### src/jts_pkg.sv
package jts_pkg;

  // scan modes
  typedef enum logic [1:0] {
    MODE_NORMAL = 2'd0,
    MODE_STRING = 2'd1,
    MODE_ESCAPE = 2'd2,
    MODE_PRIM   = 2'd3
  } mode_t;

  // status codes
  typedef enum logic [1:0] {
    ST_OK    = 2'd0,
    ST_NOMEM = 2'd1,
    ST_INVAL = 2'd2,
    ST_PART  = 2'd3
  } status_t;

  // token kinds
  localparam logic [1:0] KIND_PRIM   = 2'd0;
  localparam logic [1:0] KIND_OBJECT = 2'd1;
  localparam logic [1:0] KIND_ARRAY  = 2'd2;
  localparam logic [1:0] KIND_STRING = 2'd3;

  // configuration register indexes
  localparam logic CFG_STRICT = 1'b0;
  localparam logic CFG_LIMIT  = 1'b1;

  localparam logic [9:0] COUNT_MAX = 10'd1023;

  // sequencer states
  typedef enum logic {
    SEQ_RUN  = 1'b0,
    SEQ_LOAD = 1'b1
  } seq_t;

  // one container entry: start, child count, parent, array flag
  typedef struct packed {
    logic [15:0]       start;
    logic [9:0]        count;
    logic signed [10:0] parent;
    logic              is_array;
  } cont_t;

  // one result word
  typedef struct packed {
    logic              valid;
    logic [9:0]        index;
    logic [1:0]        kind;
    logic              role;
    logic [15:0]       start;
    logic [16:0]       end_p;
    logic [9:0]        count;
    logic signed [10:0] parent;
    status_t           status;
    logic              done;
    logic              last;
  } res_t;

  // push request toward the result queue
  typedef struct packed {
    logic push;
    logic two;
    res_t w0;
    res_t w1;
  } push_t;

endpackage

### src/jts_outq.sv
module jts_outq (
  input  logic            clk,
  input  logic            rst_n,
  input  jts_pkg::push_t  req,
  output logic            room,
  output logic            out_valid,
  input  logic            out_ready,
  output jts_pkg::res_t   out_word
);
  import jts_pkg::*;

  res_t       q_r [4];
  logic [1:0] wp_r, wp_nxt;
  logic [1:0] rp_r, rp_nxt;
  logic [2:0] cnt_r, cnt_nxt;
  logic       pop;
  logic [2:0] add;

  assign pop       = out_valid && out_ready;
  assign add       = !req.push ? 3'd0 : (req.two ? 3'd2 : 3'd1);
  assign room      = (cnt_r <= 3'd2);
  assign out_valid = (cnt_r != 3'd0);
  assign out_word  = q_r[rp_r];

  // pointers and fill count
  always_comb begin
    wp_nxt  = wp_r + add[1:0];
    rp_nxt  = rp_r + {1'b0, pop};
    cnt_nxt = cnt_r + add - {2'b0, pop};
  end

  always_ff @(posedge clk) begin
    if (!rst_n) begin
      wp_r  <= '0;
      rp_r  <= '0;
      cnt_r <= '0;
    end else begin
      wp_r  <= wp_nxt;
      rp_r  <= rp_nxt;
      cnt_r <= cnt_nxt;
    end
  end

  // entry writes
  always_ff @(posedge clk) begin
    if (req.push) begin
      q_r[wp_r] <= req.w0;
      if (req.two) begin
        q_r[wp_r + 2'd1] <= req.w1;
      end
    end
  end

  a_no_over: assert property (@(posedge clk) disable iff (!rst_n) cnt_r <= 3'd4)
    else $error("result queue overfilled");
  a_push_room: assert property (@(posedge clk) disable iff (!rst_n)
    req.push |-> room)
    else $error("push without room");
  a_empty_stable: assert property (@(posedge clk) disable iff (!rst_n)
    (cnt_r == 3'd0 && !req.push) |=> cnt_r == 3'd0)
    else $error("queue count moved without push");

endmodule

### config.mk
export PLATFORM = sky130hd
export DESIGN_NAME = jts_outq
export DESIGN_NICKNAME = d
export VERILOG_FILES = /design/src/jts_pkg.sv /design/src/jts_outq.sv
export SDC_FILE = /design/constraint.sdc
export NUM_CORES = 1
export LEC_CHECK = 0
export BUFFER_PORTS_ARGS = -buffer_cell sky130_fd_sc_hd__buf_2
export CAP_MARGIN = 20
export CORE_ASPECT_RATIO = 1.1
export CORE_UTILIZATION = 60
export CTS_CLUSTER_DIAMETER = 30
export CTS_CLUSTER_SIZE = 12
export DETAILED_ROUTE_END_ITERATION = 10
export PLACE_DENSITY = 0.81
export SLEW_MARGIN = 20
export SYNTH_ARGS = -nofsm -noshare
export SYNTH_HDL_FRONTEND = slang
export SYNTH_SLANG_ARGS = --single-unit
### constraint.sdc
create_clock -name clk -period 14.25 [get_ports clk]
set_input_delay 0.7125 -clock clk [delete_from_list [all_inputs] [get_ports clk]]
set_output_delay 0.7125 -clock clk [all_outputs]
set_load 0.005 [all_outputs]
# After elaboration in Yosys (flattened, before gate mapping)
# Memory sizes are Yosys's and may differ from the RTL's. A register that Yosys moved wholly into a read port is not among the register bits.
# Index checks and enable logic that the tools add are counted.
dict set report classes {
  addsub 5
  n_mul 0
  n_div 0
  n_lt_le_gt_ge 1
  eq_ne 0
  shift 0
  muxes 8
  bitwise_logic 0
  reduce_logical 2
}
# cell n
set ops {}
lappend ops {{$mux 2} 3}
lappend ops {{$mux 1} 5}
lappend ops {{$add 3x2->3} 1}
lappend ops {{$le 3x2->1 const B} 1}
lappend ops {{$reduce_bool 3->1} 1}
lappend ops {{$sub 3x1->3} 1}
lappend ops {{$add 2x1->2} 1}
lappend ops {{$add 2x1->2 const B} 1}
lappend ops {{$add 2x2->2} 1}
lappend ops {{$logic_and 1x1->1} 1}
dict set report totals {
  reg_bits 7
  latchBits 0
  ram_bits 288
  romBits 0
  in_bits 149
  output_inout_bits 74
  word_cells 20
  n_memories 1
}
# memory depth width rd rd_clocked_by_memory_dff write_ports line
set memory_table {}
lappend memory_table {q_r 4 72 1 1 2 jts_outq.sv:12} ;# res_t q_r [4];

# Longest topological paths before layout
# Gate-level depths: netlist of the first run.
dict set report depth {
  depth_word 4
  ltp_mapped 9
  ltp_nobuf 8
}

# Worst setup path before layout of the first run
# No wires, ideal clock.
dict set report synth_path {
  path_kind {in2reg}
  start {input port req[144] (netlist bit)}
  end {memory q_r[2][0] (netlist bit) (enable)}
  t_arrival_ns 4.152
  required_time_ns 13.739
  slack_ns 9.587
  cell_stages 3
  path_buffers 1
  cell_sequence {buf_4 > a21oi_1 > nor2b_1}
}
# item line
set synth_rtl {}
lappend synth_rtl {{from (decl)} jts_outq.sv:4} ;# input jts_pkg::push_t req,
lappend synth_rtl {{to (decl)} jts_outq.sv:12}

==> out/summary.md, run 1 <==
• completed — status
• 0 — Post CTS Setup Buffer Count
• 17.85 mm — sum of net half-perimeters after detailed placement
• 66.76% — layout cell share with drive strength beyond 1
• 4 — first-pass detailed-route iteration total
• 0 ns — final-layout setup total negative slack
• 26.19% — relative slew slack
• 0 — total overflow reported by the global router
• 56 — clock buffers created by TritonCTS
• 167.8 nW/µm² — total power per unit cell area
• 8013 — routed vias
• 0% — share of flip-flops with an asynchronous set or reset after synthesis
• 0 — hold buffers post-CTS
• sky130_fd_sc_hd__dfxtp_4 — cell with the largest stage delay on the worst path
• 745 — Cells after Synth
• 288 — Post-synth EDFFs
• 0 — Setup Viol. Count Final
• 0.05 ns — clock slew seen by the registers of the worst setup and hold paths
• output port — Worst setup EP type
• 2 — level count of the clock H-tree
• 1237 — # placed instances
• 295 — CTS sink cnt
• 0 — total of cells resized after clock tree synthesis
• 454 — number of design-rule violations left by the first detailed-router iteration
• sky130_fd_sc_hd__edfxtp_1 — library cell with the highest instance count after synthesis
• 60.92% — starting density of the core
• sky130_fd_sc_hd__clkbuf_16 — Root Buffer Master
• 13.54 ns — required time reported for the critical path endpoint
• 0.55 ns — clock latency of the later-clocked register in the worst-skew pair
• 23620 µm² — CORE AREA
• 3 — Clock Tree Buf Depth
• 1385 — number of inserted filler cells in the final layout
• flop — Critical Path Source Type
• 34 — number of distinct library cell variants in the gate-level netlist after synthesis
• 73 — maximum number of pins on one net before global-route repair
• 149.7 µm — die outline width
• 288 x sky130_fd_sc_hd__edfxtp_1, 281 x sky130_fd_sc_hd__mux2_2, 72 x sky130_fd_sc_hd__mux4_2 — commonest cells in the netlist
• 23.25 µm — post-DR wirelength/cell
• primary input to flop — Min-Delay Path Class
• sky130_fd_sc_hd__edfxtp_1 — cell accounting for the most synthesized area
• 106.7 µV — Max VDD drop
• 295 — FF+latch count, synth
• 59 — standard-cell rows
• 0 — Final Hold Fails
• sky130_fd_sc_hd__edfxtp_1 60%, sky130_fd_sc_hd__mux2_2 22%, sky130_fd_sc_hd__mux4_2 11% — ranking of synthesized cells by area
• 31.29 mm — wire length after detailed routing
• 24610 µm² — area of the die
• 22.86% — post-synthesis to final-layout area growth
• 0.01033 ns — clock skew
• 47.15 mm — wire length of the first global-routing pass
• 0 — Yosys warning total
• 0.7929 — routability congestion estimate
• 1143 — final layout net count
• 223 — io pins
• 61.07% — proportion of synthesized chip area in sequential cells
• 1346 — count of placed standard cells in the final layout, fillers left out
• 0 — max capacitance violation total
• 6.368 nW — static power due to leakage
• 3.634 ns — time the final worst path needs with I/O delays and setup
• sky130_fd_sc_hd__edfxtp_1 — leading register cell type out of synthesis
• flop to output port — category of the critical setup timing path
• 0 — final count of pins violating max slew
• 164.4 µm — Die Ht
• 1.107 ns — slew at the pin with the worst max-slew slack
• done — CTS tree
• 25.50% — share of the clock period used by the worst path
• 19.32 µm² — Avg Inst Size Synth
• 25.69% — total global-route track usage
• 14390 µm² — netlist area before placement
• 39 — top fanout value on the critical path
• 222 — buffers added on ports
• 5 — number of antenna violations at the first check in global routing
• 0 — remaining antenna violation count
• 0 — total DRC errors in the routed layout
• 2.92 ns — data arrival time at the worst-slack endpoint
• 898 — syn_nets
• buf_4, mux4_2, buf_2 — sequence of cells on the critical path
• 8462 — via count of the first global-routing pass
• 0.81 ns — Worst path max stage delay
• 275.2 MHz — maximum clock rate
• 0.002966 W — Power Total
• no — unrepaired setup endpoints after global routing
• 5.953 — per-cell via count in the routed design
• 60.10% — top-area cell type share of the netlist area
layout by cell type, fill, tap and decap left out, types with 2 or more instances in the layout:
cell | synthesis | final
sky130_fd_sc_hd__nor2b_4 | 1 | 2
sky130_fd_sc_hd__clkinvlp_4 | 0 | 5
sky130_fd_sc_hd__edfxtp_1 | 288 | 288
sky130_fd_sc_hd__clkbuf_16 | 0 | 57
sky130_fd_sc_hd__inv_6 | 0 | 4
sky130_fd_sc_hd__nor2_4 | 0 | 2
sky130_fd_sc_hd__dfxtp_4 | 0 | 2
sky130_fd_sc_hd__diode_2 | 0 | 3
sky130_fd_sc_hd__xnor2_1 | 5 | 5
sky130_fd_sc_hd__and2_1 | 7 | 6
sky130_fd_sc_hd__buf_4 | 3 | 12
sky130_fd_sc_hd__xor2_1 | 2 | 2
sky130_fd_sc_hd__buf_2 | 15 | 222
sky130_fd_sc_hd__mux4_2 | 72 | 72
sky130_fd_sc_hd__clkbuf_1 | 4 | 10
sky130_fd_sc_hd__a21oi_1 | 2 | 2
sky130_fd_sc_hd__o21ai_0 | 2 | 2
sky130_fd_sc_hd__bufinv_16 | 0 | 13
sky130_fd_sc_hd__clkinv_1 | 0 | 7
sky130_fd_sc_hd__mux2_4 | 3 | 3
sky130_fd_sc_hd__inv_1 | 3 | 3
sky130_fd_sc_hd__dfxtp_1 | 7 | 5
sky130_fd_sc_hd__mux2_1 | 4 | 4
sky130_fd_sc_hd__mux2_2 | 281 | 281
sky130_fd_sc_hd__nand3_4 | 1 | 2
sky130_fd_sc_hd__nor2b_1 | 3 | 2
sky130_fd_sc_hd__clkinv_2 | 0 | 9
sky130_fd_sc_hd__ha_1 | 3 | 3
routing by layer:
layer  track usage (%)  share of wire [%]
met4             8.907                1.9
met2             42.85                 51
met3             5.276                6.8
met1             33.66                 41
met5                 0              0.070
critical path: cells and delay by family, from the launching register on:
family / cells / cell delay [ns]
buffers and inverters: 2 / 0.93
muxes: 1 / 0.61
DFF: 1 / 0.81
flip-flops by register name, summed over array words and instances (netlist names):
name,cells
q_r,288
rp_r,2
wp_r,2
cnt_r,3
where the power goes:
part	internal (W)	leakage, nW	switching, W
logic	0.000276	2.67	0.000215
clock network	0.000964	0.967	0.000430
registers	0.00103	2.73	0.0000505
total	0.00227	6.37	0.000696
cells by family (layout without fill, tap and decap cells):
group | after synthesis | after routing | share of synthesized area [%]
and+or+nand+nor | 22 | 22 | 1.217
muxes | 360 | 360 | 33.88
adders and majority gates | 4 | 4 | 0.4000
other | 0 | 3 | 0
AOI/OAI and AO/OA | 6 | 6 | 0.2522
DFF | 295 | 295 | 61.07
buffers and inverters | 51 | 344 | 2.748
xor gates and xnor gates | 7 | 7 | 0.4261
path summary, 6_finish.rpt:
kind,start,to,slack (ns),cells past startpoint
max reg2reg,wp_r[1],q_r[2][0],11.54,4
min reg2reg,cnt_r[2],cnt_r[2],0.64,2
min,rst_n,wp_r[1],0.46,2
max,rp_r[0],out_word[32],10.62,3
cell type report:
type	instances	area (µm²)	share of cell area, %
multi-input cells	399	5248	29.68
flip-flops and latches	295	8796	49.75
clock inverters	39	543.0	3.071
repair buffers	235	1229	6.950
well taps	305	381.6	2.159
clock buffers	67	1464	8.280
diodes	3	7.507	0.04246
inverters	3	11.26	0.06369
stage by stage:
step / hold WS, ns / utilization (%) / cell area, µm² / setup slack [ns]
6_report: 0.4581 / 74.84 / 17680 / 10.62
5_1_grt: 0.4621 / 74.84 / 17680 / 10.35
4_1_cts: 0.4436 / 74.81 / 17670 / 10.49
3_5_place_dp: 0.6244 / 66.31 / 15670 / 11.08
3_3_place_gp: 0.6134 / 66.20 / 15640 / 10.99
2_1_floorplan: 0.5507 / - / 14390 / 9.587
(Power assumes the default switching activity.)
==> run 2: changes to the inputs <==
--- a/config.mk
+++ b/config.mk
@@ -8,11 +8,11 @@
 export BUFFER_PORTS_ARGS = -buffer_cell sky130_fd_sc_hd__buf_2
 export CAP_MARGIN = 20
 export CORE_ASPECT_RATIO = 1.1
-export CORE_UTILIZATION = 60
+export CORE_UTILIZATION = 57
 export CTS_CLUSTER_DIAMETER = 30
 export CTS_CLUSTER_SIZE = 12
 export DETAILED_ROUTE_END_ITERATION = 10
-export PLACE_DENSITY = 0.81
+export PLACE_DENSITY = 0.77
 export SLEW_MARGIN = 20
 export SYNTH_ARGS = -nofsm -noshare
 export SYNTH_HDL_FRONTEND = slang
==> constraint.sdc (replaced) <==
create_clock -name clk -period 3.7 [get_ports clk]
set_input_delay 0.185 -clock clk [delete_from_list [all_inputs] [get_ports clk]]
set_output_delay 0.185 -clock clk [all_outputs]
set_load 0.005 [all_outputs]
==> out/summary.md, run 2 (same netlist as run 1, synthesis figures left out) <==
• 3.98 ns — required time reported for the critical path endpoint, -9.56 ns
• 7.198 nW — static power due to leakage, +13%
• 3.23 ns — data arrival time at the worst-slack endpoint, +0.31 ns
• 0 — total DRC errors in the routed layout, unchanged
• flop to flop — category of the critical setup timing path
• 0.59 ns — Worst path max stage delay, -0.22 ns
• 60 — standard-cell rows, +1.7%
• completed — status
• 5248 µm² — area used by multi-input combinational logic, unchanged
• 0.002758 W — switching component of the power, +300%
• 1.312 ns — setup slack after placement, -9.765 ns
• 0.009687 ns — clock skew, -0.0006447 ns
• 0 — Post CTS Setup Buffer Count, unchanged
• 5 — Worst Reg2Reg Path Length in Cells, +1
• no — unrepaired setup endpoints after global routing
• 3 — Clock Tree Buf Depth, unchanged
• 9865 — via count of the first global-routing pass, +17%
• 53 — clock buffers created by TritonCTS, -5.4%
• 8949 — routed vias, +12%
• q_r[2][19] — capture instance of the worst register-to-register path
• wp_r[0] — origin of the critical flop-to-flop path
• 36.40% — post-synthesis to final-layout area growth
• 22.88 µm — post-DR wirelength/cell, -1.6%
• 634.1 µV — Max VDD drop, +490%
• 0 — final count of pins violating max slew, unchanged
• primary input to flop — Min-Delay Path Class
• 0 — total of cells resized after clock tree synthesis, unchanged
• 0.05 ns — clock slew seen by the registers of the worst setup and hold paths, about the same
• 0 — remaining antenna violation count, unchanged
• 35.33 mm — wire length after detailed routing, +13%
• q_r — Biggest register
• 8796 µm² — area occupied by registers, unchanged
• sky130_fd_sc_hd__dfxtp_1 — cell with the largest stage delay on the worst path
• 0 — max capacitance violation total, unchanged
• and2b_2, nand3_4, buf_12, mux2_1, dlygate4sd3_1 — sequence of cells on the critical path
• 153.5 µm — die outline width, +2.6%
• 288 x sky130_fd_sc_hd__edfxtp_1, 281 x sky130_fd_sc_hd__mux2_2, 222 x sky130_fd_sc_hd__buf_2, 193 x sky130_fd_sc_hd__dlygate4sd3_1, 72 x sky130_fd_sc_hd__mux4_2 — leading cell types in the layout, fill and taps excluded
• 0.008814 W — total internal power, +290%
• 0 — Final Hold Fails, unchanged
• 0.01414 ns — final hold slack, -0.4439 ns
• 0.75 ns — worst reg2reg setup slack, -10.79 ns
• flop — Worst setup EP type
• 481 — number of design-rule violations left by the first detailed-router iteration, +5.9%
• 79.71% — Core Util, Final, +4.9 points
• 25890 µm² — area of the die, +5.2%
• 0 — total overflow reported by the global router, unchanged
• 36.1% — sequential cell fraction of total power, -0.4 points
• 222 — buffers added on ports, unchanged
• q_r[3][42] — Worst Hold Path EP
• flop — Critical Path Source Type
• 0.7528 — routability congestion estimate, -5.1%
• done — CTS tree
• sky130_fd_sc_hd__clkbuf_16 — Root Buffer Master
• 589.6 nW/µm² — total power per unit cell area, +250%
• 56.95% — layout cell share with drive strength beyond 1, -9.8 points
• 18.70 mm — sum of net half-perimeters after detailed placement, +4.8%
• 2.946 ns — time the final worst path needs with I/O delays and setup
• 0.7539 ns — final setup slack of the worst path, -9.862 ns
• 223 — io pins, unchanged
• 45.49% — relative slew slack, +19 points
• 193 — hold buffers post-CTS, +193
• 27.81% — total global-route track usage, +2.1 points
• 18.6% — part of the total power dissipated in combinational logic, +2.0 points
• 288 — Largest register FFs, unchanged
• 41 — top fanout value on the critical path, +5.1%
• 2 — cell depth of the worst min-delay path, unchanged
• 45.4% — clock network fraction of design power, -1.6 points
• 2 — level count of the clock H-tree, unchanged
• 5.796 — per-cell via count in the routed design, -2.6%
• 295 — CTS sink cnt, unchanged
• 339.4 MHz — maximum clock rate
• 4 — first-pass detailed-route iteration total, unchanged
• 3 — number of antenna violations at the first check in global routing, -2
• 58.44% — starting density of the core, -2.5 points
• 1340 — final layout net count, +17%
• q_r (288), cnt_r (3) — registers with the highest flip-flop counts
• 54.65 mm — wire length of the first global-routing pass, +16%
• req[42] — launch point of the worst hold path
• 168.6 µm — Die Ht, +2.6%
• 0.8177 ns — slew at the pin with the worst max-slew slack, -0.2894 ns
• 0.54 ns — clock latency of the later-clocked register in the worst-skew pair, about the same
• 0 — Setup Viol. Count Final, unchanged
• 23.83% — switching share of total power, +0.38 points
• sky130_fd_sc_hd__edfxtp_1 — most common cell after layout, fill and taps aside
• 49 — maximum number of pins on one net before global-route repair, -33%
• 1306 — number of inserted filler cells in the final layout, -5.7%
• 79.62% — share of the clock period used by the worst path
• 24620 µm² — CORE AREA, +4.2%
[run 2: cell types whose count changed in the layout (fill, tap and decap cells not counted), moves of 2 or more]
| cell | previous run | this run |
|---|---|---|
| sky130_fd_sc_hd__dlygate4sd3_1 | 0 | 193 |
| sky130_fd_sc_hd__clkbuf_1 | 10 | 3 |
| sky130_fd_sc_hd__buf_12 | 0 | 3 |
| sky130_fd_sc_hd__clkbuf_16 | 57 | 55 |
| sky130_fd_sc_hd__clkinv_2 | 9 | 11 |
| sky130_fd_sc_hd__buf_4 | 12 | 17 |
[run 2: worst max path at each step]
stage,from,endpoint,cells past startpoint
2_1_floorplan,wp_r[0],q_r[1][0],3
4_1_cts,wp_r[1],q_r[2][7],5
5_1_grt,wp_r[1],q_r[2][18],5
6_report,wp_r[0],q_r[2][19],5
3_3_place_gp,wp_r[1],q_r[2][26],4
3_5_place_dp,wp_r[1],q_r[2][4],4
[run 2: power by group through the flow]
stage                     clock network [W]  logic, W  registers, W
final                               0.00525   0.00215       0.00417
after global routing                0.00545   0.00230       0.00420
after CTS                           0.00530   0.00214       0.00418
after detailed placement                  0   0.00195       0.00424
after global placement                    0   0.00194       0.00423
after floorplan                           0   0.00135       0.00408
[run 2: routing by layer]
metal  global-route usage [%]  vias up  share of wire [%]
li1                         -     3981                  -
met1                    34.01     4546                 39
met2                    49.88      364                 52
met3                    5.172       58                6.7
met4                    8.957        0                2.1
met5                        0        -                  0
[run 2: final cells by class]
cell class,instances,share of cell area (%)
antenna,3,0.03825
clock buffer,58,7.070
clock inverter,41,2.849
inverter,3,0.05737
multi-input combinational,399,26.74
sequential,295,44.81
tap,310,1.976
timing repair buffer,435,16.46
[run 2: stage by stage]
step / instances / setup TNS (ns) / total power [W] / cell area, µm²
floorplan: 745 / -68.49 / 0.005428 / 14390
global placement: 1249 / 0 / 0.006170 / 15740
detailed placement: 1249 / 0 / 0.006190 / 15740
CTS: 1541 / 0 / 0.01162 / 19620
global route: 1543 / 0 / 0.01195 / 19630
finish: 1544 / 0 / 0.01157 / 19630
[run 2: worst max-delay path: cells and delay by family (launching register included)]
kind | cells | cell delay, ns
buf+inv | 2 | 1.00
simple gates | 2 | 0.73
flops | 1 | 0.59
mux | 1 | 0.36
