<file path="src/jts_pkg.sv">
package jts_pkg;

  // scan modes
  typedef enum logic [1:0] {
    MODE_NORMAL = 2'd0,
    MODE_STRING = 2'd1,
    MODE_ESCAPE = 2'd2,
    MODE_PRIM   = 2'd3
  } mode_t;

  // status codes
  typedef enum logic [1:0] {
    ST_OK    = 2'd0,
    ST_NOMEM = 2'd1,
    ST_INVAL = 2'd2,
    ST_PART  = 2'd3
  } status_t;

  // token kinds
  localparam logic [1:0] KIND_PRIM   = 2'd0;
  localparam logic [1:0] KIND_OBJECT = 2'd1;
  localparam logic [1:0] KIND_ARRAY  = 2'd2;
  localparam logic [1:0] KIND_STRING = 2'd3;

  // configuration register indexes
  localparam logic CFG_STRICT = 1'b0;
  localparam logic CFG_LIMIT  = 1'b1;

  localparam logic [9:0] COUNT_MAX = 10'd1023;

  // sequencer states
  typedef enum logic {
    SEQ_RUN  = 1'b0,
    SEQ_LOAD = 1'b1
  } seq_t;

  // one container entry: start, child count, parent, array flag
  typedef struct packed {
    logic [15:0]       start;
    logic [9:0]        count;
    logic signed [10:0] parent;
    logic              is_array;
  } cont_t;

  // one result word
  typedef struct packed {
    logic              valid;
    logic [9:0]        index;
    logic [1:0]        kind;
    logic              role;
    logic [15:0]       start;
    logic [16:0]       end_p;
    logic [9:0]        count;
    logic signed [10:0] parent;
    status_t           status;
    logic              done;
    logic              last;
  } res_t;

  // push request toward the result queue
  typedef struct packed {
    logic push;
    logic two;
    res_t w0;
    res_t w1;
  } push_t;

endpackage

</file>
<file path="src/jts_scan.sv">
module jts_scan #(
  parameter int TOKEN_SLOTS = 1024,
  parameter int MAX_TEXT    = 65536,
  parameter int AW          = 10,
  parameter int PW          = 17
) (
  input  logic            clk,
  input  logic            rst_n,
  input  logic            in_fire,
  input  logic [7:0]      in_byte,
  input  logic            in_end,
  input  logic            cfg_fire,
  input  logic            cfg_idx,
  input  logic [10:0]     cfg_val,
  input  logic            q_room,
  output logic            accept_ok,
  output jts_pkg::push_t  push,
  output logic            st_wr_en,
  output logic [AW-1:0]   st_wr_addr,
  output jts_pkg::cont_t  st_wr_data,
  output logic            st_rd_en,
  output logic [AW-1:0]   st_rd_addr,
  input  jts_pkg::cont_t  st_rd_data
);
  import jts_pkg::*;

  // configuration
  logic        strict_r;
  logic [10:0] limit_r;

  // text state
  seq_t               seq_r, seq_nxt;
  logic [PW-1:0]      pos_r, pos_nxt;
  logic [10:0]        nt_r, nt_nxt;
  logic signed [10:0] enc_r, enc_nxt;
  logic [10:0]        dep_r, dep_nxt;
  mode_t              mode_r, mode_nxt;
  logic [15:0]        is_r, is_nxt;
  logic               en_r, en_nxt;
  status_t            err_r, err_nxt;

  // cached entry of the innermost open container
  cont_t              cc_r, cc_nxt;

  logic [10:0]        lim;
  logic [PW-1:0]      pos_inc;
  logic               alloc_ok;
  status_t            st;
  logic               go;
  logic               prim_hit, str_hit, close_hit;
  logic [16:0]        prim_end;
  logic [15:0]        prim_start;
  logic [9:0]         prim_idx, str_idx;
  logic signed [10:0] prim_par;
  logic               str_role;
  res_t               rec_prim, rec_str, rec_close, r0, r1;
  logic               rd_go;

  function automatic logic [9:0] sat_inc(input logic [9:0] c);
    sat_inc = (c == COUNT_MAX) ? c : c + 10'd1;
  endfunction

  function automatic logic ends_prim(input logic [7:0] b, input logic strict);
    ends_prim = (b == 8'h3A && !strict) || b == 8'h09 || b == 8'h0D || b == 8'h0A ||
                b == 8'h20 || b == 8'h2C || b == 8'h5D || b == 8'h7D;
  endfunction

  function automatic logic is_ctrl(input logic [7:0] b);
    is_ctrl = (b < 8'd32) || (b >= 8'd127);
  endfunction

  // effective slot limit
  always_comb begin
    if (32'(limit_r) < TOKEN_SLOTS) lim = limit_r;
    else                            lim = 11'(TOKEN_SLOTS);
  end

  assign pos_inc = pos_r + PW'(1);

  // configuration registers
  always_ff @(posedge clk) begin
    if (!rst_n) begin
      strict_r <= 1'b0;
      limit_r  <= 11'd1024;
    end else if (cfg_fire) begin
      unique case (cfg_idx)
        CFG_STRICT: strict_r <= cfg_val[0];
        CFG_LIMIT:  limit_r  <= cfg_val;
        default:    ;
      endcase
    end
  end

  // byte scan: next state, records and store accesses
  always_comb begin
    pos_nxt = pos_r; nt_nxt = nt_r; enc_nxt = enc_r; dep_nxt = dep_r;
    mode_nxt = mode_r; is_nxt = is_r; en_nxt = en_r; err_nxt = err_r;
    cc_nxt = cc_r;
    st = err_r; go = 1'b0;
    prim_hit = 1'b0; str_hit = 1'b0; close_hit = 1'b0;
    prim_end = '0; prim_start = '0; prim_idx = '0; prim_par = '0;
    str_idx = '0; str_role = 1'b0;
    rec_close = '0;
    st_wr_en = 1'b0; st_wr_addr = '0; st_wr_data = cc_r;
    rd_go = 1'b0; st_rd_addr = '0;
    alloc_ok = 1'b0;

    if (seq_r == SEQ_LOAD) begin
      cc_nxt = st_rd_data;
    end

    if (in_fire && err_r == ST_OK) begin
      if (32'(pos_r) >= MAX_TEXT) begin
        st = ST_INVAL;
      end else begin
        st = ST_OK;
        pos_nxt = pos_inc;
        unique case (mode_r)
          MODE_STRING: begin
            if (in_byte == 8'h22) begin
              if (nt_nxt < lim) begin
                str_hit = 1'b1; str_idx = nt_nxt[9:0]; str_role = !en_nxt;
                nt_nxt = nt_nxt + 11'd1;
                if (!enc_nxt[10]) cc_nxt.count = sat_inc(cc_nxt.count);
                mode_nxt = MODE_NORMAL;
              end else begin
                st = ST_NOMEM;
              end
            end else if (in_byte == 8'h5C) begin
              mode_nxt = MODE_ESCAPE;
            end
          end
          MODE_ESCAPE: begin
            if (in_byte == 8'h22 || in_byte == 8'h2F || in_byte == 8'h5C ||
                in_byte == 8'h62 || in_byte == 8'h66 || in_byte == 8'h72 ||
                in_byte == 8'h6E || in_byte == 8'h74 || in_byte == 8'h75) begin
              mode_nxt = MODE_STRING;
            end else begin
              st = ST_INVAL;
            end
          end
          MODE_PRIM: begin
            if (!ends_prim(in_byte, strict_r)) begin
              if (is_ctrl(in_byte)) st = ST_INVAL;
            end else if (nt_nxt < lim) begin
              prim_hit = 1'b1; prim_idx = nt_nxt[9:0]; prim_par = enc_nxt;
              prim_end = 17'(pos_r);
              prim_start = is_r;
              nt_nxt = nt_nxt + 11'd1;
              if (!enc_nxt[10]) cc_nxt.count = sat_inc(cc_nxt.count);
              mode_nxt = MODE_NORMAL;
              go = 1'b1;
            end else begin
              st = ST_NOMEM;
            end
          end
          MODE_NORMAL: go = 1'b1;
          default: ;
        endcase

        if (go) begin
          priority if (in_byte == 8'h7B || in_byte == 8'h5B) begin
            alloc_ok = (nt_nxt < lim);
            if (alloc_ok) begin
              if (!enc_nxt[10]) begin
                st_wr_en = 1'b1;
                st_wr_addr = AW'(unsigned'(enc_nxt));
                st_wr_data = cc_nxt;
                st_wr_data.count = sat_inc(cc_nxt.count);
              end
              cc_nxt.start = 16'(pos_r);
              cc_nxt.count = '0;
              cc_nxt.parent = enc_nxt;
              cc_nxt.is_array = (in_byte == 8'h5B);
              enc_nxt = signed'(nt_nxt);
              nt_nxt = nt_nxt + 11'd1;
              dep_nxt = dep_nxt + 11'd1;
              if (in_byte == 8'h7B) en_nxt = 1'b1;
            end else begin
              st = ST_NOMEM;
            end
          end else if (in_byte == 8'h7D || in_byte == 8'h5D) begin
            if (enc_nxt[10] || cc_nxt.is_array != (in_byte == 8'h5D)) begin
              st = ST_INVAL;
            end else begin
              close_hit = 1'b1;
              rec_close.valid  = 1'b1;
              rec_close.index  = enc_nxt[9:0];
              rec_close.kind   = cc_nxt.is_array ? KIND_ARRAY : KIND_OBJECT;
              rec_close.role   = 1'b1;
              rec_close.start  = cc_nxt.start;
              rec_close.end_p  = 17'(pos_inc);
              rec_close.count  = cc_nxt.count;
              rec_close.parent = cc_nxt.parent;
              rd_go = !cc_nxt.parent[10];
              st_rd_addr = AW'(unsigned'(cc_nxt.parent));
              enc_nxt = cc_nxt.parent;
              if (dep_nxt != 11'd0) dep_nxt = dep_nxt - 11'd1;
            end
          end else if (in_byte == 8'h2C) begin
            if (!enc_nxt[10] && !cc_nxt.is_array) en_nxt = 1'b1;
          end else if (in_byte == 8'h22) begin
            mode_nxt = MODE_STRING;
            is_nxt = 16'(pos_inc);
          end else if (in_byte == 8'h3A) begin
            en_nxt = 1'b0;
          end else if (in_byte == 8'h09 || in_byte == 8'h0D || in_byte == 8'h0A ||
                       in_byte == 8'h20) begin
            st = ST_OK;
          end else begin
            if (strict_r && !(in_byte == 8'h2D || (in_byte >= 8'h30 && in_byte <= 8'h39) ||
                              in_byte == 8'h74 || in_byte == 8'h66 || in_byte == 8'h6E)) begin
              st = ST_INVAL;
            end else if (is_ctrl(in_byte)) begin
              st = ST_INVAL;
            end else begin
              is_nxt = 16'(pos_r);
              mode_nxt = MODE_PRIM;
            end
          end
        end
      end

      // end of text checks
      if (st == ST_OK && in_end) begin
        if (mode_nxt == MODE_STRING || mode_nxt == MODE_ESCAPE) begin
          st = ST_PART;
        end else if (mode_nxt == MODE_PRIM) begin
          if (strict_r) begin
            st = ST_PART;
          end else if (nt_nxt < lim) begin
            prim_hit = 1'b1; prim_idx = nt_nxt[9:0]; prim_par = enc_nxt;
            prim_end = 17'(pos_nxt);
            prim_start = is_nxt;
            nt_nxt = nt_nxt + 11'd1;
            mode_nxt = MODE_NORMAL;
          end else begin
            st = ST_NOMEM;
          end
        end
        if (st == ST_OK && dep_nxt != 11'd0) st = ST_PART;
      end
      err_nxt = st;
    end

    // new text after the final byte
    if (in_fire && in_end) begin
      pos_nxt = '0; nt_nxt = '0; enc_nxt = -11'sd1; dep_nxt = '0;
      mode_nxt = MODE_NORMAL; is_nxt = '0; en_nxt = 1'b0; err_nxt = ST_OK;
    end
  end

  assign st_rd_en = rd_go;

  // record assembly
  always_comb begin
    rec_prim = '0;
    rec_prim.valid  = 1'b1;
    rec_prim.index  = prim_idx;
    rec_prim.kind   = KIND_PRIM;
    rec_prim.role   = 1'b1;
    rec_prim.start  = prim_start;
    rec_prim.end_p  = prim_end;
    rec_prim.parent = prim_par;
    rec_str = '0;
    rec_str.valid  = 1'b1;
    rec_str.index  = str_idx;
    rec_str.kind   = KIND_STRING;
    rec_str.role   = str_role;
    rec_str.start  = is_r;
    rec_str.end_p  = 17'(pos_r);
    rec_str.parent = enc_r;

    priority if (prim_hit)  r0 = rec_prim;
    else if (str_hit)       r0 = rec_str;
    else if (close_hit)     r0 = rec_close;
    else                    r0 = '0;
    r1 = rec_close;

    r0.status = st; r0.done = in_end; r0.last = !(prim_hit && close_hit);
    r1.status = st; r1.done = in_end; r1.last = 1'b1;

    push.push = in_fire;
    push.two  = prim_hit && close_hit;
    push.w0   = r0;
    push.w1   = r1;
  end

  // sequencer next state
  always_comb begin
    unique case (seq_r)
      SEQ_RUN:  seq_nxt = (in_fire && rd_go) ? SEQ_LOAD : SEQ_RUN;
      SEQ_LOAD: seq_nxt = SEQ_RUN;
      default:  seq_nxt = SEQ_RUN;
    endcase
  end

  // sequencer outputs
  always_comb begin
    unique case (seq_r)
      SEQ_RUN:  accept_ok = q_room;
      SEQ_LOAD: accept_ok = 1'b0;
      default:  accept_ok = 1'b0;
    endcase
  end

  always_ff @(posedge clk) begin
    if (!rst_n) begin
      seq_r  <= SEQ_RUN;
      pos_r  <= '0;
      nt_r   <= '0;
      enc_r  <= -11'sd1;
      dep_r  <= '0;
      mode_r <= MODE_NORMAL;
      is_r   <= '0;
      en_r   <= 1'b0;
      err_r  <= ST_OK;
    end else begin
      seq_r  <= seq_nxt;
      pos_r  <= pos_nxt;
      nt_r   <= nt_nxt;
      enc_r  <= enc_nxt;
      dep_r  <= dep_nxt;
      mode_r <= mode_nxt;
      is_r   <= is_nxt;
      en_r   <= en_nxt;
      err_r  <= err_nxt;
    end
  end

  // container cache is payload
  always_ff @(posedge clk) begin
    cc_r <= cc_nxt;
  end

  a_depth_enc: assert property (@(posedge clk) disable iff (!rst_n)
    (dep_r == 11'd0) == (enc_r == -11'sd1))
    else $error("open depth and enclosing container disagree");
  a_load_follows: assert property (@(posedge clk) disable iff (!rst_n)
    (seq_r == SEQ_RUN && in_fire && st_rd_en) |=> seq_r == SEQ_LOAD)
    else $error("store read without cache load");
  a_no_fire_load: assert property (@(posedge clk) disable iff (!rst_n)
    seq_r == SEQ_LOAD |-> !in_fire)
    else $error("byte taken while cache loads");
  a_one_port: assert property (@(posedge clk) disable iff (!rst_n)
    !(st_wr_en && st_rd_en))
    else $error("store read and write in one byte");

endmodule
</file>
<file path="config.mk">
export PLATFORM = sky130hd
export DESIGN_NAME = jts_scan
export DESIGN_NICKNAME = d
export VERILOG_FILES = /design/src/jts_pkg.sv /design/src/jts_scan.sv
export SDC_FILE = /design/constraint.sdc
export NUM_CORES = 1
export LEC_CHECK = 0
export ABC_CLOCK_PERIOD_IN_PS = 25600
export BUFFER_PORTS_ARGS = -buffer_cell sky130_fd_sc_hd__buf_4
export CAP_MARGIN = 20
export CORE_ASPECT_RATIO = 1.4
export CORE_MARGIN = 4
export CORE_UTILIZATION = 25
export DETAILED_ROUTE_END_ITERATION = 7
export MAX_ROUTING_LAYER = met4
export PLACE_DENSITY_LB_ADDON = 0.1
export SYNTH_ARGS = -nofsm -noshare
export SYNTH_HDL_FRONTEND = slang
export SYNTH_SLANG_ARGS = --single-unit
</file>
<file path="constraint.sdc">
create_clock -name clk -period 25.6 [get_ports clk]
set_input_delay 7.68 -clock clk [delete_from_list [all_inputs] [get_ports clk]]
set_output_delay 7.68 -clock clk [all_outputs]
set_load 0.05 [all_outputs]
</file>
### Word-level counts from Yosys, hierarchy flattened

Cells that the tools add are included.

* word-level logic and storage cells: 355
* register bits after elaboration: 122
* input port bits: 64

* add/subtract/negate cells: 8
* mux-type cells: 230
* $lt $le $gt $ge: 9
* reduce and logical (&&, ||, !) cells: 55
* bitwise operators: 4
* equal/unequal tests: 34

Operators with widths (number)
* $mux 38: 12
* $mux 11: 40
* $mux 68: 6
* $mux 10: 34
* $mux 16: 20
* $mux 72: 3
* $mux 17: 11
* $mux 2: 47
* $eq 8x7->1 const B: 11
* $mux 1: 50
* $eq 8x6->1 const B: 6
* $add 11x1->11 const B: 4
* $lt 11x11->1: 3
* $logic_or 1x1->1: 27
* $eq 8x4->1 const B: 3
* $pmux 11 s2: 1
* $reduce_bool 11->1: 2
* $add 10x1->10 const B: 2
* $eq 10x10->1 const B: 2
* $pmux 10 s2: 1
* $add 17x1->17 const B: 1
* $ge 17x17->1 const B: 1
* $pmux 2 s3: 2
* $lt 11x11->1 const B: 1
* 21 further kinds: 50

### Depth between registers and ports, before layout

Gate-level depths: netlist (run 1).

* depth after elaboration: 33
* mapped depth: 40
* depth with buffers taken out: 34

### Worst setup path before layout (run 1)

OpenSTA, ideal clock, no wires.

* kind: in2out
* start point: input port in_byte[6]
* end point: output port push[77] (netlist bit)
* data required time: 17.920 ns
* slack: 2.294 ns
* arrival time: 15.626 ns
* stages: 33
* cells stage by stage: buf_2 or4b_4 a211oi_4 or3_1 o21ai_2 a211oi_1 inv_1 ha_1 o21ai_0 a2111oi_0 and3_1 nand3_1 and4_1 buf_2 buf_2 and3_1 nand3_1 nor2_1 xnor2_1 mux2_2 ha_1 a21o_1 a21o_1 a21oi_1 o2111ai_1 a211oi_2 o21ai_4 nand4bb_4 a21o_1 nand2_1 buf_2 nor2_1 a211oi_1

RTL lines
* from (decl): line jts_scan.sv:10 `input logic [7:0] in_byte,`
* to (decl): line jts_scan.sv:17 `output jts_pkg::push_t push,`

==> reports/qor.txt, run 1 <==
fraction of the mapped netlist area in adder cells: 0.0466
MaxCap Viol Count: 0
CP max stage cell: nor4b_2
synth cell count leaders: nor2_1, nand2_1, a21oi_1
number of global-route vias before repair: 14000
CTS max path bufs: 2
top cell type's share of synthesized area: 0.198
Core Area: 0.0490 mm²
Setup crit end kind: primary output
Least-Margin Pin Slew: 1.04 ns
Final Cycle Share: 0.957
Max Clock Freq: 40.8 MHz
number of synthesized register bits: 122
DPL Wire Length: 52.5 mm
Primary FF master, synth: dfxtp_1
synth top area cells: dfxtp_1, nor2_1, nand2_1, a21oi_1, ha_1
RSZ-0062 raised after global routing: false
initial drt markers: 1263
vias after detailed routing: 14600
P per Cell Area: 43.1 mW/mm²
Via density: 5.59
clock latency on the worst-skew pair: 0.47 ns
GRT Overall Usage: 0.252
largest net degree at the start of global routing: 62
CTS buffer count: 17
Slew HR: 0.307
DR pass1 iterations: 5
final setup skew: 0.00979 ns
initial antenna violation count: 0
post-layout min period: 24.50 ns
Pleak: 6.17 nW
row count: 96
DIE AREA: 0.0531 mm²
Slowest Stage Delay on Critical Path: 0.82 ns
DRT Wirelength: 67.4 mm
Synth Area in Compound Gates: 0.297
Mapped Area: 0.0124 mm²
Syn Nets: 1890
die width: 196 µm
ratio of cells with drive above 1 in the final layout: 0.220
Final Hold Viols: 0
Synth Area in XOR/XNOR: 0.0362
cells after synthesis: 1780
CTS tree: built
Reg clk slew, reported paths: 0.06 ns
CTS Hold Bufs: 0
Critical Path AT: 16.82 ns
Setup TNS Final: 0 ns
GRT overflow: 0
initial core utilization: 0.252
worst vdd ir: 0.0000513 V
ANT nets after route: 0
IO Count: 271
max-slew violations: 0
simple-gate area share of the yosys netlist: 0.285
main combinational cell family by area after synthesis: compound AO/OA/AOI/OAI gates
final core utilization: 0.316
Worst setup SP type: primary input
dominant cell type by area after synthesis: dfxtp_1
Total Power Consumption: 667 µW
die height: 271 µm
Synthesis Warnings: 0
Worst Path Buf+Inv: 5
Worst EP required: 17.92 ns
post-CTS setup buffer count: 0
routed len/inst: 25.8 µm
FFs w/ async S/R, synth: 0
first-pass GRT wire length: 98.3 mm
CP Max Fanout: 22
Seq/Total Area, Yosys: 0.198
most common cell in the synthesized netlist: nor2_1
delay-heaviest family, CP: simple AND/OR/NAND/NOR gates
EDFF count, synth: 0
Cell variety after synth: 96
Buffers on Ports: 269
# nets final: 2075
GP Congestion: 0.963
Avg Synthesized Cell Area: 6.94 µm²
H-tree depth: 4
P&R area growth vs syn: 25.5%
Clock Sinks: 122
antenna fix cells: 0
critical path class: primary input to primary output
Finish-stage setup viols: 0
Hold WS: 0.460 ns
cells resized by post-CTS repair: 0
status: completed
post-synthesis mux area share: 0.0695
CP most frequent cell: buf_4
CTS root buffer: clkbuf_16
DRC: 0
hold crit path type: flop to flop
[metal layers]
| layer | global-route usage | wire length, µm | vias up | part of all wire |
|---|---|---|---|---|
| met5 | - | 0 | - | 0 |
| met4 | 0.0779 | 1930 | 0 | 0.029 |
| met3 | 0.0326 | 3600 | 77 | 0.053 |
| met2 | 0.413 | 32300 | 586 | 0.48 |
| met1 | 0.323 | 29600 | 7080 | 0.44 |
| li1 | - | - | 6864 | - |
[cell families (layout without fill, tap and decap cells)]
| logic type | Yosys count | in the layout |
|---|---|---|
| AOI/OAI and AO/OA | 559 | 559 |
| xor gates and xnor gates | 51 | 51 |
| adders and majority gates | 46 | 46 |
| buffers and inverters | 193 | 391 |
| DFF | 122 | 122 |
| muxes | 81 | 81 |
| other | 1 | 1 |
| and+or+nand+nor | 727 | 727 |
[flip-flops by register name (all words and copies together), names as in the netlist]
| register | cells |
|---|---|
| err_r | 2 |
| is_r | 16 |
| dep_r | 11 |
| strict_r | 1 |
| nt_r | 11 |
| limit_r | 11 |
| seq_r | 1 |
| pos_r | 17 |
| en_r | 1 |
| enc_r | 11 |
| mode_r | 2 |
| cc_r | 38 |
[final timing paths]
kind	start	to	slack, ns	depth (start not counted)
min reg2reg	limit_r[9]	limit_r[9]	0.46	2
max reg2reg	limit_r[10]	nt_r[7]	15.83	32
max	in_byte[4]	push[105]	1.10	32
min	limit_r[9]	limit_r[9]	0.46	2
[cell type report]
type | instances | area (µm²)
sequential | 122 | 2440
fill | 5426 | 33500
tap | 637 | 797
multi-input combinational | 1465 | 9100
clock buffer | 18 | 429
timing repair buffer | 319 | 2430
inverter | 40 | 150
clock inverter | 14 | 140
[placed cells by master (no fill, tap or decap), types with 8 or more instances in the layout]
master and count:
a22oi_1 24, dfxtp_1 121, a21oi_1 150, and3_1 34, o22a_1 11, o211ai_1 17
o21ai_0 113, a221oi_1 15, a211oi_1 16, o22ai_1 46, xnor2_1 35, ha_1 46
a21boi_0 12, nand4_1 14, o21ai_1 8, o31ai_1 8, inv_1 38, and2_1 35
mux2_2 38, mux2i_1 43, nand2b_1 11, a31oi_1 20, buf_4 317, nor2_1 228
nand3_1 44, nand2_1 206, clkbuf_16 17, or3_1 27, o21a_1 10, xor2_1 16
a21o_1 10, nor2b_1 22, nor3_1 39
[per-stage QoR]
stage	area, µm²	setup slack (ns)	instances
6_report	15500	1.10	2615
5_1_grt	15500	0.539	2615
4_1_cts	15500	1.19	2614
3_5_place_dp	14900	1.23	2582
3_3_place_gp	14900	1.29	2581
2_1_floorplan	12400	2.29	1780
[worst register-to-register path, delay by kind of cell, from the launching register on]
| kind | cells | cell delay (ns) |
|---|---|---|
| DFF | 1 | 0.30 |
| buffers and inverters | 3 | 1.13 |
| xor gates and xnor gates | 2 | 0.25 |
| adders and majority gates | 3 | 1.03 |
| and+or+nand+nor | 8 | 2.92 |
| AOI/OAI and AO/OA | 16 | 4.00 |
[power by group]
group | leakage (nW) | internal (mW) | switching, mW
clock | 0.267 | 0.136 | 0.114
combinational | 4.91 | 0.0641 | 0.139
sequential | 0.993 | 0.202 | 0.0126
total | 6.17 | 0.402 | 0.265
No activity file was read; power rests on OpenSTA's default activity.
==> inputs of run 2 (changes only) <==
--- a/config.mk
+++ b/config.mk
@@ -5,6 +5,7 @@
 export SDC_FILE = /design/constraint.sdc
 export NUM_CORES = 1
 export LEC_CHECK = 0
+export ABC_AREA = 1
 export ABC_CLOCK_PERIOD_IN_PS = 25600
 export BUFFER_PORTS_ARGS = -buffer_cell sky130_fd_sc_hd__buf_4
 export CAP_MARGIN = 20
==> reports/qor.txt, run 2 <==
status: completed
Primary FF master, synth: dfxtp_1
DR pass1 iterations: 6
FFs w/ async S/R, synth: 0
number of global-route vias before repair: 15900
CP Max Fanout: 38
Setup crit end kind: primary output
DIE AREA: 0.0575 mm²
Worst EP required: 17.92 ns
area of the multi-input gates: 0.00930 mm²
Seq/Total Area, Yosys: 0.182
initial core utilization: 0.253
Pleak: 7.33 nW
ratio of cells with drive above 1 in the final layout: 0.174
ANT nets after route: 0
RSZ-0062 raised after global routing: false
Hold WS: 0.470 ns
Max Clock Freq: 41.1 MHz
Synthesis Warnings: 0
design area: 0.0165 mm²
DPL Wire Length: 55.1 mm
initial antenna violation count: 0
initial drt markers: 1536
most frequent cells in the layout: nand2_1, o21ai_0, buf_4
GP Congestion: 0.973
CP max stage cell: nand2_1
Clock Sinks: 122
cells resized by post-CTS repair: 0
IO Count: 271
cells after synthesis: 2328
Slew HR: 0.255
post-layout min period: 24.35 ns
Synth Area in Compound Gates: 0.294
P&R area growth vs syn: 22.8%
Finish-stage setup viols: 0
EDFF count, synth: 0
CP most frequent cell: nand2_1
Final Hold Viols: 0
GRT overflow: 0
Biggest register: cc_r
DRC: 0
CTS root buffer: clkbuf_16
CTS buffer count: 17
antenna fix cells: 0
synth cell count leaders: nand2_1, o21ai_0, nor2_1
die height: 282 µm
number of synthesized register bits: 122
Setup TNS Final: 0 ns
final setup skew: 0.0133 ns
top cell type's share of synthesized area: 0.182
MaxCap Viol Count: 0
worst vdd ir: 0.0000512 V
worst setup margin: 1.25 ns
post-synthesis mux area share: 0.00307
routed len/inst: 22.2 µm
Least-Margin Pin Slew: 1.11 ns
DP Area: 0.0159 mm²
max reg flops: 38
row count: 100
DRT Wirelength: 71.3 mm
Final Cycle Share: 0.951
main combinational cell family by area after synthesis: simple AND/OR/NAND/NOR gates
Avg Synthesized Cell Area: 5.77 µm²
clock latency on the worst-skew pair: 0.46 ns
simple-gate area share of the yosys netlist: 0.321
dominant cell type by area after synthesis: dfxtp_1
hold crit path type: flop to flop
commonest non-fill, non-tap cell in the layout: nand2_1
P per Cell Area: 60.4 mW/mm²
synth top area cells: dfxtp_1, o21ai_0, nand2_1, nor2_1, a21oi_1
H-tree depth: 4
die width: 204 µm
CTS max path bufs: 2
Via density: 5.21
Core Area: 0.0532 mm²
Fillers: 6060
Reg clk slew, reported paths: 0.06 ns
delay-heaviest family, CP: simple AND/OR/NAND/NOR gates
Buffers on Ports: 269
Mapped Area: 0.0134 mm²
first-pass GRT wire length: 104 mm
top flop regs: cc_r: 38 flops, pos_r: 17 flops, is_r: 16 flops
largest net degree at the start of global routing: 75
Worst Path Buf+Inv: 11
fraction of the mapped netlist area in adder cells: 0.0429
Synth Area in XOR/XNOR: 0.0280
max-slew violations: 0
most common cell in the synthesized netlist: nand2_1
Syn Nets: 2438
vias after detailed routing: 16800
Slowest Stage Delay on Critical Path: 0.59 ns
Cell variety after synth: 55
# nets final: 2598
CTS tree: built
post-CTS setup buffer count: 0
CTS Hold Bufs: 0
critical path class: primary input to primary output
Reg area: 0.00244 mm²
GRT Overall Usage: 0.245
setup slack at placement: 1.36 ns
Worst setup SP type: primary input
Critical Path AT: 16.67 ns
run 2: cell types whose count changed after synthesis, moves of 35 or more:
cell | previous run | this run
and2_1 | 35 | 0
mux2i_1 | 43 | 3
nand3_1 | 45 | 120
mux2_2 | 38 | 1
nand2_1 | 206 | 446
inv_1 | 38 | 238
o21ai_0 | 113 | 335
run 2: report_power, final:
part	total [mW]	internal (mW)	leakage, nW	switching, mW
sequential	0.247	0.218	1.00	0.0286
clock	0.264	0.156	0.295	0.108
combinational	0.485	0.139	6.03	0.346
run 2: path summary, 6_finish.rpt:
kind	from	end	slack, ns	cells after the start
max	in_byte[7]	push[99]	1.25	42
min	limit_r[0]	limit_r[0]	0.47	2
max reg2reg	limit_r[10]	nt_r[4]	16.73	39
min reg2reg	limit_r[0]	limit_r[0]	0.47	2
run 2: metrics by stage:
stage,util,std cells,total power [mW]
global route,0.310,3215,1.06
detailed placement,0.299,3183,0.734
global placement,0.299,3183,0.732
CTS,0.310,3215,1.00
finish,0.310,3215,0.996
floorplan,-,2328,0.578
run 2: kinds of logic after synthesis:
kind of cell    count (synthesis)
buf+inv                       419
simple gates                  985
mux                             4
other cells                     1
xor+xnor                       43
compound gates                708
fa+ha+maj                      46
flops                         122
run 2: worst reg2reg max path, delay by kind of cell (launching register included):
family                     cells  cell delay (ns)
AOI/OAI and AO/OA              9             2.05
xor gates and xnor gates       1             0.18
adders and majority gates      3             1.01
buffers and inverters          9             2.29
DFF                            1             0.31
and+or+nand+nor               17             2.90
run 2: cell type report:
type	count	share of cell area
clock inverters	13	0.0103
flip-flops and latches	122	0.148
multi-input cells	1787	0.564
clock buffers	19	0.0269
inverters	256	0.0586
well taps	714	0.0542
repair buffers	304	0.138
run 2: layer usage:
layer | vias to the layer above | track usage | share of wire
li1 | 8129 | - | -
met1 | 7843 | 0.310 | 0.43
met2 | 674 | 0.399 | 0.47
met3 | 111 | 0.0313 | 0.064
met4 | 0 | 0.0921 | 0.037
met5 | - | - | 0
==> inputs of run 3 (changes only) <==
--- a/config.mk
+++ b/config.mk
@@ -15,6 +15,7 @@
 export DETAILED_ROUTE_END_ITERATION = 7
 export MAX_ROUTING_LAYER = met4
 export PLACE_DENSITY_LB_ADDON = 0.1
+export REMOVE_ABC_BUFFERS = 1
 export SYNTH_ARGS = -nofsm -noshare
 export SYNTH_HDL_FRONTEND = slang
 export SYNTH_SLANG_ARGS = --single-unit
==> reports/qor.txt, run 3 (synthesized netlist as in run 2, its figures left out) <==
critical path class: primary input to primary output
clock latency on the worst-skew pair: 0.47 ns
Worst Hold Launch: limit_r[3]
Hold Path Stages: 2
DPL Wire Length: 52.2 mm
first-pass GRT wire length: 104 mm
routing usage on met1: 0.282
CP max stage cell: a211oi_1
P per Cell Area: 59.6 mW/mm²
DIE AREA: 0.0575 mm²
Max Clock Freq: 41.9 MHz
status: completed
row count: 100
commonest non-fill, non-tap cell in the layout: nand2_1
post-CTS setup buffer count: 0
CTS max path bufs: 2
met3 Use GR: 0.0268
Clock Sinks: 122
final setup skew: 0.0181 ns
Critical Path AT: 16.21 ns
Hold WS: 0.482 ns
hold crit path type: flop to flop
CTS tree: built
worst setup margin: 1.71 ns
post-layout min period: 23.89 ns
DRC: 0
Slowest Stage Delay on Critical Path: 0.56 ns
P&R area growth vs syn: 23.2%
RSZ-0062 raised after global routing: false
area of the multi-input gates: 0.00930 mm²
Setup crit end kind: primary output
initial core utilization: 0.253
Pleak: 7.36 nW
top flop regs: cc_r: 38 flops, pos_r: 17 flops, is_r: 16 flops
cells resized by post-CTS repair: 0
GRT Overall Usage: 0.246
die width: 204 µm
Biggest register: cc_r
Reg clk slew, reported paths: 0.05 ns
CTS buffer count: 17
routed len/inst: 22.0 µm
# nets final: 2605
GP Congestion: 1.00
Setup TNS Final: 0 ns
number of global-route vias before repair: 16300
CP most frequent cell: nand2_1
WHS Endpoint: limit_r[3]
R2R cell count: 40
Worst EP required: 17.92 ns
vias after detailed routing: 17000
Final Hold Viols: 0
met2 GRT Util: 0.430
Worst setup SP type: primary input
CTS root buffer: clkbuf_16
Via density: 5.27
initial antenna violation count: 2
CP Max Fanout: 34
worst vdd ir: 0.0000524 V
largest net degree at the start of global routing: 75
Slew HR: 0.291
Core Area: 0.0532 mm²
ANT nets after route: 0
CTS Hold Bufs: 0
most frequent cells in the layout: nand2_1, o21ai_0, buf_4
Finish-stage setup viols: 0
RR Startpoint: limit_r[10]
DRT Wirelength: 71.1 mm
initial drt markers: 1357
GRT overflow: 0
max-slew violations: 0
setup slack at placement: 1.84 ns
Least-Margin Pin Slew: 1.06 ns
Fillers: 5997
die height: 282 µm
R2R Setup Slk: 16.56 ns
r2r endpoint: nt_r[4]
IO Count: 271
DR pass1 iterations: 6
MaxCap Viol Count: 0
max reg flops: 38
Reg area: 0.00244 mm²
GRT busiest layer: met2
H-tree depth: 4
ratio of cells with drive above 1 in the final layout: 0.177
Final Cycle Share: 0.933
Buffers on Ports: 269
==> run 3: layout make-up <==
| type | count | share of cell area |
|---|---|---|
| Sequential cell | 122 | 0.148 |
| Inverter | 256 | 0.0585 |
| Antenna cell | 1 | 0.000151 |
| Clock inverter | 10 | 0.00704 |
| Timing Repair Buffer | 311 | 0.142 |
| Multi-Input combinational cell | 1787 | 0.562 |
| Tap cell | 714 | 0.0540 |
| Clock buffer | 22 | 0.0287 |
==> run 3: worst max-delay path by stage <==
stage                     cells after the start        endpoint        from  slack, ns
final                                        43        push[86]  in_byte[7]       1.71
after global routing                         44        push[86]  in_byte[7]       0.87
after CTS                                    43        push[86]  in_byte[7]       1.81
after detailed placement                     43        push[86]  in_byte[7]       1.84
after global placement                       42        push[86]  in_byte[7]       1.94
after floorplan                               8  st_wr_data[10]     in_fire      -1.12
==> run 3: routing by layer <==
metal | part of all wire | up-vias
li1 | - | 8137
met1 | 0.40 | 8025
met2 | 0.51 | 688
met3 | 0.051 | 139
met4 | 0.045 | 0
met5 | 0 | -
==> run 3: critical path: cells and delay by family <==
| kind | cells | cell delay (ns) |
|---|---|---|
| AOI/OAI and AO/OA | 9 | 2.13 |
| and+or+nand+nor | 20 | 3.77 |
| buffers and inverters | 12 | 1.99 |
| adders and majority gates | 2 | 0.58 |
==> run 3: power by group <==
group	internal, mW	total (mW)	leakage, nW	switching, mW
Combinational	0.140	0.485	6.07	0.345
Clock	0.151	0.257	0.286	0.106
Sequential	0.218	0.244	1.00	0.0265
==> run 3: through the flow <==
| step | std cells | util | area (µm²) | power (mW) |
|---|---|---|---|---|
| 2_1_floorplan | 2165 | - | 12700 | 0.564 |
| 3_3_place_gp | 3189 | 0.300 | 15900 | 0.729 |
| 3_5_place_dp | 3189 | 0.300 | 15900 | 0.731 |
| 4_1_cts | 3221 | 0.311 | 16500 | 0.991 |
| 5_1_grt | 3223 | 0.311 | 16500 | 1.05 |
| 6_report | 3223 | 0.311 | 16500 | 0.986 |
